[src/lzwd_pkg.sv]
// Package for the LZW stream decoder: stream states, response codes,
// controller states, datapath operations and the control/status structs.
// Depends on nothing.
`default_nettype none

package lzwd_pkg;

   localparam int CLEAR_CODE = 256;
   localparam int FIRST_FREE = 257;
   localparam int FIRST_WIDTH = 9;
   localparam int LITERALS = 256;

   typedef enum logic [1:0] {
      ST_RUNNING  = 2'd0,
      ST_DRAINING = 2'd1,
      ST_ENDED    = 2'd2,
      ST_ERROR    = 2'd3
   } stream_type;

   typedef enum logic [1:0] {
      STAT_OK    = 2'd0,
      STAT_BUSY  = 2'd1,
      STAT_ENDED = 2'd2,
      STAT_ERROR = 2'd3
   } status_type;

   typedef enum logic [2:0] {
      S_IDLE,
      S_DISPATCH,
      S_POP_WAIT,
      S_LOOP,
      S_WALK_RD,
      S_WALK_USE,
      S_FEED_END
   } ctl_state_type;

   typedef enum logic [3:0] {
      OP_NONE,
      OP_START,
      OP_FIN,
      OP_PULL_EMPTY,
      OP_POP_RD,
      OP_POP_OUT,
      OP_APPEND,
      OP_SKIP,
      OP_CODE,
      OP_DICT_RD,
      OP_WALK_PUSH,
      OP_CODE_END,
      OP_FEED_END
   } op_type;

   typedef struct packed {
      op_type     op;
      logic       fin;
      status_type status;
   } cmd_type;

   typedef struct packed {
      stream_type st;
      logic       kind;
      logic       stack_empty;
      logic       skip_nz;
      logic       skip_fits;
      logic       can_decode;
      logic       code_clear;
      logic       code_bad;
      logic       walk_more;
   } stat_type;

endpackage

`default_nettype wire

[src/lzwd_ctl.sv]
// Sequencer of the LZW decoder: walks one item through dispatch, pull,
// code unpacking and the dictionary chain. Uses lzwd_pkg.
`default_nettype none

module lzwd_ctl (
   input  wire logic              clock,
   input  wire logic              reset,
   input  wire logic              start,
   input  wire lzwd_pkg::stat_type stat,
   output lzwd_pkg::cmd_type      cmd,
   output logic                   idle
);

   lzwd_pkg::ctl_state_type state_ff, state_in;

   always_ff @(posedge clock) begin
      if (reset) begin
         state_ff <= lzwd_pkg::S_IDLE;
      end else begin
         state_ff <= state_in;
      end
   end

   always_comb begin
      state_in = state_ff;
      unique case (state_ff)
         lzwd_pkg::S_IDLE: begin
            if (start) state_in = lzwd_pkg::S_DISPATCH;
         end
         lzwd_pkg::S_DISPATCH: begin
            state_in = lzwd_pkg::S_IDLE;
            if (stat.st != lzwd_pkg::ST_ERROR && stat.st != lzwd_pkg::ST_ENDED) begin
               if (stat.kind) begin
                  if (!stat.stack_empty) state_in = lzwd_pkg::S_POP_WAIT;
               end else if (stat.st != lzwd_pkg::ST_DRAINING && stat.stack_empty) begin
                  state_in = lzwd_pkg::S_LOOP;
               end
            end
         end
         lzwd_pkg::S_POP_WAIT: state_in = lzwd_pkg::S_IDLE;
         lzwd_pkg::S_LOOP: begin
            priority if (stat.skip_nz) begin
               if (!stat.skip_fits) state_in = lzwd_pkg::S_FEED_END;
            end else if (!stat.stack_empty || stat.st == lzwd_pkg::ST_ERROR ||
                         !stat.can_decode) begin
               state_in = lzwd_pkg::S_IDLE;
            end else if (!stat.code_clear && !stat.code_bad) begin
               state_in = lzwd_pkg::S_WALK_RD;
            end
         end
         lzwd_pkg::S_WALK_RD: begin
            state_in = stat.walk_more ? lzwd_pkg::S_WALK_USE : lzwd_pkg::S_LOOP;
         end
         lzwd_pkg::S_WALK_USE: state_in = lzwd_pkg::S_WALK_RD;
         lzwd_pkg::S_FEED_END: state_in = lzwd_pkg::S_IDLE;
         default: state_in = lzwd_pkg::S_IDLE;
      endcase
   end

   always_comb begin
      cmd.op = lzwd_pkg::OP_NONE;
      cmd.fin = 1'b0;
      cmd.status = lzwd_pkg::STAT_OK;
      idle = (state_ff == lzwd_pkg::S_IDLE);
      unique case (state_ff)
         lzwd_pkg::S_IDLE: begin
            if (start) cmd.op = lzwd_pkg::OP_START;
         end
         lzwd_pkg::S_DISPATCH: begin
            priority if (stat.st == lzwd_pkg::ST_ERROR) begin
               cmd.op = lzwd_pkg::OP_FIN;
               cmd.fin = 1'b1;
               cmd.status = lzwd_pkg::STAT_ERROR;
            end else if (stat.st == lzwd_pkg::ST_ENDED) begin
               cmd.op = lzwd_pkg::OP_FIN;
               cmd.fin = 1'b1;
               cmd.status = lzwd_pkg::STAT_ENDED;
            end else if (stat.kind) begin
               if (stat.stack_empty) begin
                  cmd.op = lzwd_pkg::OP_PULL_EMPTY;
                  cmd.fin = 1'b1;
               end else begin
                  cmd.op = lzwd_pkg::OP_POP_RD;
               end
            end else if (stat.st == lzwd_pkg::ST_DRAINING) begin
               cmd.op = lzwd_pkg::OP_FIN;
               cmd.fin = 1'b1;
               cmd.status = lzwd_pkg::STAT_ENDED;
            end else if (!stat.stack_empty) begin
               cmd.op = lzwd_pkg::OP_FIN;
               cmd.fin = 1'b1;
               cmd.status = lzwd_pkg::STAT_BUSY;
            end else begin
               cmd.op = lzwd_pkg::OP_APPEND;
            end
         end
         lzwd_pkg::S_POP_WAIT: begin
            cmd.op = lzwd_pkg::OP_POP_OUT;
            cmd.fin = 1'b1;
         end
         lzwd_pkg::S_LOOP: begin
            priority if (stat.skip_nz) begin
               cmd.op = lzwd_pkg::OP_SKIP;
            end else if (!stat.stack_empty || stat.st == lzwd_pkg::ST_ERROR ||
                         !stat.can_decode) begin
               cmd.op = lzwd_pkg::OP_FEED_END;
               cmd.fin = 1'b1;
            end else begin
               cmd.op = lzwd_pkg::OP_CODE;
            end
         end
         lzwd_pkg::S_WALK_RD: begin
            cmd.op = stat.walk_more ? lzwd_pkg::OP_DICT_RD : lzwd_pkg::OP_CODE_END;
         end
         lzwd_pkg::S_WALK_USE: cmd.op = lzwd_pkg::OP_WALK_PUSH;
         lzwd_pkg::S_FEED_END: begin
            cmd.op = lzwd_pkg::OP_FEED_END;
            cmd.fin = 1'b1;
         end
         default: cmd.op = lzwd_pkg::OP_NONE;
      endcase
   end

endmodule

`default_nettype wire

[config.mk]
export PLATFORM = sky130hd
export DESIGN_NAME = lzwd_ctl
export DESIGN_NICKNAME = d
export VERILOG_FILES = /design/src/lzwd_pkg.sv /design/src/lzwd_ctl.sv
export SDC_FILE = /design/constraint.sdc
export NUM_CORES = 1
export LEC_CHECK = 0
export ABC_AREA = 0
export ABC_CLOCK_PERIOD_IN_PS = 1390
export BUFFER_PORTS_ARGS = -buffer_cell sky130_fd_sc_hd__clkbuf_2
export CAP_MARGIN = 25
export CORE_AREA = 3 3 40 42
export DETAILED_ROUTE_END_ITERATION = 6
export DIE_AREA = 0 0 43 45
export HOLD_SLACK_MARGIN = 0.06
export PLACE_DENSITY = 0.7
export SETUP_SLACK_MARGIN = 0.4
export SYNTH_ARGS = -nofsm -noshare
export SYNTH_HDL_FRONTEND = slang
export SYNTH_SLANG_ARGS = --single-unit
[constraint.sdc]
create_clock -name clock -period 1.39 [get_ports clock]
set_input_delay 0.2085 -clock clock [delete_from_list [all_inputs] [get_ports clock]]
set_output_delay 0.2085 -clock clock [all_outputs]
set_load 0.1 [all_outputs]
**Word level (Yosys, flattened, before mapping)**

Cells that the tools add are included.

- Equality and inequality tests: 15
- Multiplexer cells: 29
- Reductions and logical operators: 12

Operator list:

| cell | count |
|---|---|
| 3-bit 2-to-1 mux | 12 |
| 4-bit one-hot mux with 7 select lines | 1 |
| 7-bit 2-to-1 mux | 3 |
| 3-bit one-hot mux with 5 select lines | 1 |
| 2-bit 2-to-1 mux | 5 |
| 3-bit == test, second input constant | 3 |
| 3-bit by 2-bit == test with 1-bit output, second input constant | 2 |
| 2-bit != test, second input constant | 3 |
| 5-bit 2-to-1 mux | 1 |
| 2-bit == test, second input constant | 2 |
| 1-bit zero test | 4 |
| 1-bit 2-to-1 mux | 4 |
| 4-bit 2-to-1 mux | 1 |
| 4-bit != test, second input constant | 1 |
| 3-bit by 1-bit == test with 1-bit output, second input constant | 1 |
| 1-bit logical AND | 3 |
| 3-bit zero test | 1 |
| 3-bit != test, second input constant | 1 |
| 1-bit one-hot mux with 3 select lines | 1 |
| 3-bit AND reduction | 1 |
| 2-bit by 1-bit == test with 1-bit output, second input constant | 1 |
| 1-bit logical OR | 2 |
| 2-bit by 1-bit != test with 1-bit output, second input constant | 1 |
| 2-bit OR reduction | 1 |

- Register bits after elaboration: 3
- Bits of input ports: 13
- Output and inout port bits: 8
- Word-level logic and storage cells: 57

**Logic depth before layout (Yosys ltp)**

Gate-level depths: netlist of run 1.

- Depth after elaboration: 6
- Mapped depth: 5
- Gate-level depth less buffers: 4

**Worst setup path after synthesis of run 1**

No wires, ideal clock.

- Path kind: flip-flop to output port
- Start: reg state_ff[0]
- End: out cmd[4] in the netlist's numbering
- Arrival time: 2.969 ns
- Data required time: 1.182 ns
- Path slack: -1.787 ns
- Stages on the path, launching flop included: 4
- Buffers on the path: 1
- Cell sequence: dfxtp_1 -> clkbuf_1 -> inv_1 -> o31ai_1

RTL lines:

| what | RTL line | source |
|---|---|---|
| start: declaration | lzwd_ctl.sv:14 | `lzwd_pkg::ctl_state_type state_ff, state_in;` |
| start signal: assignment | lzwd_ctl.sv:18 | `state_ff <= lzwd_pkg::S_IDLE;` |
| start signal: assignment | lzwd_ctl.sv:20 | `state_ff <= state_in;` |
| end: declaration | lzwd_ctl.sv:10 | `output lzwd_pkg::cmd_type cmd,` |

==> impl_metrics.csv, run 1 <==
group,metric,value,unit
run_status,outcome,"complete, but fails checks",
run_status,violated_checks,"negative setup slack",
detailed_routing,drt_pre_antenna_iters,4,
global_route,grt_usage,24.33,%
power,static-leakage-power,0.4642,nW
clock_network,cts_sinks,3,
clock_network,clk_path_buf_depth,2,
timing,setup_repair_after_global_routing_missed_its_margin,"true",
floorplanning,std_cell_rows,13,
setup_path,regToRegSetupSlack,-70,ps
min_path,worstHoldEndpoint,"state_ff[1]",
power,power,0.7009,mW
clock_network,h-tree-depth,1,
layout,drive_gt1_share,73.45,%
logic_synthesis,avgSynthCellArea,6.237,µm²
logic_synthesis,yosys-mux-area-fraction,0,%
detailed_routing,vias,786,
setup_path,worst_ep_arrival_time,1460,ps
logic_synthesis,synth.ff_latch_count,3,
setup_path,worst_r2r_endpoint,"state_ff[2]",
logic_synthesis,synth-seq-area-share,14.37,%
layout,nets,127,
setup_path,cp_data_required_time,1180,ps
layout,max_flop_register,"state_ff",
power,cellInternalPower,0.3788,mW
detailed_routing,remaining_drc_errors,0,
logic_synthesis,synth-simple-area-share,33.23,%
layout,diodes,0,
timing,tightestPinTransition,374.5,ps
floorplanning,area_of_the_core,1285,µm²
floorplanning,design.die.area,1935,µm²
setup_path,startpoint_type,"flip-flop",
layout,reg_top3,"state_ff (3)",
timing,final.setup_skew,1.190,ps
logic_synthesis,synth.distinct_cells,26,
power,combPwrFrac,66.0,%
layout,area.growth.synth_to_final,183.2,%
setup_path,critical-path-top-cell-by-count,"sky130_fd_sc_hd__buf_12",
detailed_routing,vias_per_cell,6.141,
power,power.ir.vdd_worst,546.8,µV
clock_network,cts_hold_buf,0,
setup_path,path_max_fanout,5,
detailed_routing,final_antenna_net_count,0,
min_path,timing.hold.worst_path_depth,2,
logic_synthesis,synth.yosys.warnings,0,
timing,period_share,120.0,%
placement,gp_congestion,0.8557,
global_route,antenna_found_initial,0,
clock_network,clock_tree.root_cell,"sky130_fd_sc_hd__clkbuf_4",
logic_synthesis,synth_top_family_by_area,"compound AO/OA/AOI/OAI gates",
setup_path,cp-end-kind,"primary output",
clock_network,cts_inserted_buffers,3,
timing,finalSetupViolCount,10,
global_route,gr-total-overflow,0,
setup_path,crit_chain,"buf_12 -> a221o_1 -> a21oi_4 -> buf_12",
floorplanning,fp.dieH,45,µm
detailed_routing,totalWireLength,2539,µm
logic_synthesis,synthesized_net_count,80,
detailed_routing,detailedRoute.firstIterationViolations,31,
power,switching_share,45.95,%
logic_synthesis,cells_after_synthesis,67,
min_path,hold_path_class,"input port to flip-flop",
timing,finalHoldViolations,0,
logic_synthesis,synth_adder_area_share,0,%
logic_synthesis,netlist_area,417.9,µm²
setup_path,critical_path.reg2reg.startpoint,"state_ff[2]",
placement,hpwl_reported_at_the_end_of_detailed_placement,1359,µm
layout,final_common_cell,"sky130_fd_sc_hd__buf_4",
floorplanning,num_io_pins,21,
floorplanning,dieWidth,43,µm
global_route,grt_first_pass_wirelength,3601,µm
logic_synthesis,synth-xor-area-share,0,%
min_path,worstHoldStart,"reset",
setup_path,standard_cell_with_the_maximum_stage_delay_on_the_critical_path,"sky130_fd_sc_hd__a221o_1",
setup_path,ff2ff_path_depth,6,
timing,fin_crit,1668,ps
power,power_frac_seq,13.3,%
timing,max_transition_viols_final,0,
layout,most_frequent_cells_in_the_layout,"sky130_fd_sc_hd__buf_4 (18), sky130_fd_sc_hd__clkbuf_2 (12), sky130_fd_sc_hd__buf_12 (10)",
power,net-switching-power,0.3221,mW
timing,clock.fmax,0.5994,GHz
timing,min_hold_slack,234.2,ps
setup_path,critPathMaxStageDelay,390,ps
run,maxCapViolations,0,
timing,timing.final.ws_setup,-278.4,ps
clock_network,worst_setup_hold_path_clk_slew,30,ps
floorplanning,floorplan.initialDensity,32.52,%
layout,largest_reg_flops,3,
global_route,grt_pass1_vias,777,
clock_network,tritoncts,"built",
power,cellPowerDensity,592.2,nW/µm²
global_route,pin_count_of_the_biggest_net_entering_global_routing,7,
timing,relative_slew_margins,75.04,%
setup_path,timing.setup.critical_path_class,"flip-flop to primary output",
detailed_routing,routedWlPerCell,19.84,µm
clock_network,clock_insertion_delay_worst_skew,220,ps
logic_synthesis,synth_compound_gate_area_share,43.71,%
power,power.share.clock,20.7,%
placement,port_buffers,20,
-- worst max path at each step --
stage	endpoint	from	depth (start not counted)	slack, ps
2_1_floorplan	cmd[4]	state_ff[1]	4	-310
3_5_place_dp	cmd[2]	stat[8]	5	-180
5_1_grt	cmd[5]	state_ff[0]	5	-310
6_report	cmd[5]	state_ff[2]	4	-280
4_1_cts	cmd[4]	state_ff[0]	3	-250
3_3_place_gp	cmd[2]	stat[8]	5	-160
-- worst max-delay path: cells and delay by family (launching register included) --
family | cells | cell delay (ps)
compound gates | 2 | 540
flops | 1 | 360
buf+inv | 2 | 330
-- what timing repair did --
action | CTS | global route
setup endpoints to repair | 11 | 11
buffers inserted | 5 | 2
resized for setup | 11 | 18
pin swaps | 11 | 9
gates cloned | 1 | 0
-- routing by layer --
metal | vias to the layer above | wire (µm) | share of wire (%) | GRT usage [%]
met3 | 14 | 146 | 5.8 | 1.594
met5 | - | 0 | 0 | 0
met2 | 51 | 1291 | 51 | 46.11
li1 | 344 | - | - | -
met4 | 0 | 91 | 3.6 | 10.24
met1 | 377 | 1009 | 40 | 28.26
-- power by group through the flow --
| stage | Clock, mW | Combinational (mW) | Sequential (mW) |
|---|---|---|---|
| global placement | 0 | 0.396 | 0.0947 |
| detailed placement | 0 | 0.402 | 0.0947 |
| finish | 0.145 | 0.463 | 0.0933 |
| floorplan | 0 | 0.261 | 0.0940 |
| CTS | 0.146 | 0.422 | 0.0945 |
| global route | 0.150 | 0.479 | 0.0938 |
-- cell type report --
| class | instances | area [µm²] |
|---|---|---|
| fill | 50 | 101.3 |
| tap | 15 | 18.77 |
| timing repair buffer | 47 | 490.5 |
| multi-input combinational | 55 | 544.3 |
| inverter | 4 | 35.03 |
| clock buffer | 4 | 26.28 |
| sequential | 3 | 68.82 |
-- synthesized netlist by cell type --
cell type	n	area, µm²
sky130_fd_sc_hd__a211oi_1	1	7.510
sky130_fd_sc_hd__a21oi_1	8	40.04
sky130_fd_sc_hd__or4b_1	1	10.01
sky130_fd_sc_hd__a22o_1	1	8.760
sky130_fd_sc_hd__a2111oi_0	1	8.760
sky130_fd_sc_hd__a221o_1	1	10.01
sky130_fd_sc_hd__nand3b_1	1	7.510
sky130_fd_sc_hd__a21o_1	2	15.01
sky130_fd_sc_hd__o31ai_1	3	22.52
sky130_fd_sc_hd__dfxtp_1	3	60.06
sky130_fd_sc_hd__nor3_1	5	25.02
sky130_fd_sc_hd__a211o_1	1	8.760
sky130_fd_sc_hd__nand2_1	8	30.03
sky130_fd_sc_hd__o21ai_0	5	25.02
sky130_fd_sc_hd__or3b_1	1	8.760
sky130_fd_sc_hd__a31oi_1	1	6.260
sky130_fd_sc_hd__buf_2	2	10.01
sky130_fd_sc_hd__and3_1	1	6.260
sky130_fd_sc_hd__nand2b_1	2	12.51
sky130_fd_sc_hd__inv_1	4	15.01
sky130_fd_sc_hd__a41oi_1	1	8.760
sky130_fd_sc_hd__o221a_2	1	11.26
sky130_fd_sc_hd__o21ba_2	1	10.01
sky130_fd_sc_hd__clkbuf_1	3	11.26
sky130_fd_sc_hd__nor4_1	2	12.51
sky130_fd_sc_hd__nor2_1	7	26.28
-- kinds of logic (layout without fill, tap and decap cells) --
group	Yosys count	count (layout)
and+or+nand+nor	28	28
AOI/OAI and AO/OA	27	27
buffers and inverters	9	55
DFF	3	3
-- through the flow --
stage / setup TNS, ps / area (µm²) / util (%) / cells / setup WS, ps
2_1_floorplan: -1397 / 634.4 / - / 67 / -313.0
5_1_grt: -1944 / 1184 / 92.11 / 128 / -313.2
3_5_place_dp: -527.1 / 960.9 / 74.78 / 116 / -176.8
4_1_cts: -1167 / 1106 / 86.08 / 126 / -251.0
3_3_place_gp: -373.9 / 960.9 / 74.78 / 116 / -157.8
6_report: -1582 / 1184 / 92.11 / 128 / -278.4
Note: power is estimated with default switching activity, not from simulation.
==> inputs of run 2 (changes only) <==
CTS_BUF_LIST = sky130_fd_sc_hd__clkbuf_8   (was not set)
==> impl_metrics.csv, run 2 (same netlist as run 1, synthesis figures left out) <==
group,metric,value,unit
run_status,outcome,"complete, but fails checks",
run_status,violated_checks,"negative setup slack",
min_path,timing.hold.worst_path_depth,2,
detailed_routing,vias,785,
layout,reg_top3,"state_ff (3)",
setup_path,worst_ep_arrival_time,1480,ps
setup_path,critPathMaxStageDelay,370,ps
min_path,hold_path_class,"input port to flip-flop",
clock_network,clk_path_buf_depth,2,
layout,layout.cell_area.non_filler,1234,µm²
detailed_routing,final_antenna_net_count,0,
layout,diodes,0,
min_path,worstHoldEndpoint,"state_ff[1]",
floorplanning,dieWidth,43,µm
timing,final.setup_skew,0.1554,ps
floorplanning,design.die.area,1935,µm²
clock_network,cts_sinks,3,
clock_network,clock_tree.root_cell,"sky130_fd_sc_hd__clkbuf_8",
global_route,grt_pass1_vias,739,
layout,drive_gt1_share,70.54,%
timing,finalHoldViolations,0,
timing,tightestPinTransition,461.7,ps
floorplanning,fp.dieH,45,µm
timing,setup_repair_after_global_routing_missed_its_margin,"true",
setup_path,regToRegSetupSlack,-60,ps
setup_path,path_max_fanout,6,
setup_path,crit_chain,"buf_6 -> nand2b_4 -> nor2_1 -> nand2_1 -> a31oi_4 -> buf_12",
layout,largest_reg_flops,3,
layout,nets,126,
floorplanning,floorplan.initialDensity,32.52,%
clock_network,worst_setup_hold_path_clk_slew,30,ps
clock_network,clock_insertion_delay_worst_skew,220,ps
detailed_routing,totalWireLength,2760,µm
timing,period_share,121.5,%
setup_path,cp_data_required_time,1180,ps
detailed_routing,routedWlPerCell,21.73,µm
detailed_routing,drt_pre_antenna_iters,4,
detailed_routing,vias_per_cell,6.181,
timing,max_transition_viols_final,0,
detailed_routing,detailedRoute.firstIterationViolations,55,
timing,min_hold_slack,250.5,ps
timing,clock.fmax,0.5923,GHz
layout,final_common_cell,"sky130_fd_sc_hd__buf_4",
layout,max_flop_register,"state_ff",
floorplanning,std_cell_rows,13,
setup_path,setup.worst_path.start,"state_ff[1]",
setup_path,worst_r2r_endpoint,"state_ff[2]",
timing,timing.final.ws_setup,-298.4,ps
placement,gp_congestion,0.8557,
setup_path,critical_path.reg2reg.startpoint,"state_ff[2]",
floorplanning,num_io_pins,21,
power,power.ir.vdd_worst,622.8,µV
global_route,pin_count_of_the_biggest_net_entering_global_routing,10,
power,cellPowerDensity,656.1,nW/µm²
run,maxCapViolations,0,
layout,most_frequent_cells_in_the_layout,"sky130_fd_sc_hd__buf_4 (14), sky130_fd_sc_hd__buf_6 (11), sky130_fd_sc_hd__clkbuf_2 (10), sky130_fd_sc_hd__buf_12 (10)",
clock_network,h-tree-depth,1,
timing,fin_crit,1688,ps
setup_path,timing.setup.critical_path_class,"flip-flop to primary output",
clock_network,cts_hold_buf,0,
timing,relative_slew_margins,69.22,%
timing,finalSetupViolCount,10,
setup_path,standard_cell_with_the_maximum_stage_delay_on_the_critical_path,"sky130_fd_sc_hd__dfxtp_4",
floorplanning,area_of_the_core,1285,µm²
layout,area.growth.synth_to_final,195.2,%
detailed_routing,remaining_drc_errors,0,
global_route,grt_usage,22.73,%
setup_path,cp-end-kind,"primary output",
min_path,worstHoldStart,"reset",
global_route,antenna_found_initial,0,
clock_network,tritoncts,"built",
clock_network,cts_inserted_buffers,3,
placement,port_buffers,20,
setup_path,ff2ff_path_depth,6,
placement,hpwl_reported_at_the_end_of_detailed_placement,1359,µm
placement,placedInstanceArea,960.9,µm²
setup_path,startpoint_type,"flip-flop",
power,static-leakage-power,0.4817,nW
global_route,grt_first_pass_wirelength,3291,µm
global_route,gr-total-overflow,0,
[run 2: cell types whose count changed in the layout (fill, tap and decap cells not counted), sizes merged]
| cell | before | now |
|---|---|---|
| clkbuf | 16 | 14 |
| inv | 3 | 4 |
[run 2: metrics by stage]
step                      util (%)  std cells  worst slack (ps)  TNS [ps]  power [mW]
after CTS                    84.32        122            -240.9     -1021      0.7537
after floorplan                  -         67            -313.0     -1397      0.3550
after global routing         96.01        127            -298.6     -1670      0.8328
after detailed placement     74.78        116            -176.8    -527.1      0.4969
final                        96.01        127            -298.4     -1421      0.8094
after global placement       74.78        116            -157.8    -373.9      0.4902
[run 2: power by group]
group,switching [mW],internal [mW]
clock network,0.0628,0.188
registers,0.00703,0.0871
logic,0.282,0.182
[run 2: per-layer routing]
metal / GRT usage [%] / wire length, µm
met2: 40.72 / 1389
met4: 8.434 / 104
met1: 27.47 / 1106
met5: 0 / 0
met3: 3.586 / 160
[run 2: worst max path at each step]
| stage | endpoint | cells after the start |
|---|---|---|
| after detailed placement | cmd[2] | 5 |
| after floorplan | cmd[4] | 4 |
| after global placement | cmd[2] | 5 |
| after global routing | cmd[5] | 5 |
| after CTS | cmd[4] | 3 |
| final | cmd[3] | 6 |
[run 2: final cells by class]
class                      count  area [µm²]
multi-input combinational     55       559.3
timing repair buffer          46       504.2
sequential                     3       71.32
fill                          26       51.30
clock buffer                   3       41.29
inverter                       4       35.03
tap                           15       18.77
clock inverter                 1       3.754
[run 2: worst max-delay path: cells and delay by family (launching register included)]
kind,cells,cell delay (ps)
AOI/OAI and AO/OA,1,180
buffers and inverters,2,330
DFF,1,370
and+or+nand+nor,3,380
[run 2: repair_timing]
item / in CTS / in global routing
endpoints found under the hold margin: 0 / 0
cloned: 0 / 1
pin swaps: 11 / 9
resized for setup: 14 / 20
endpoints found under the setup margin: 11 / 11
buffers inserted: 2 / 4
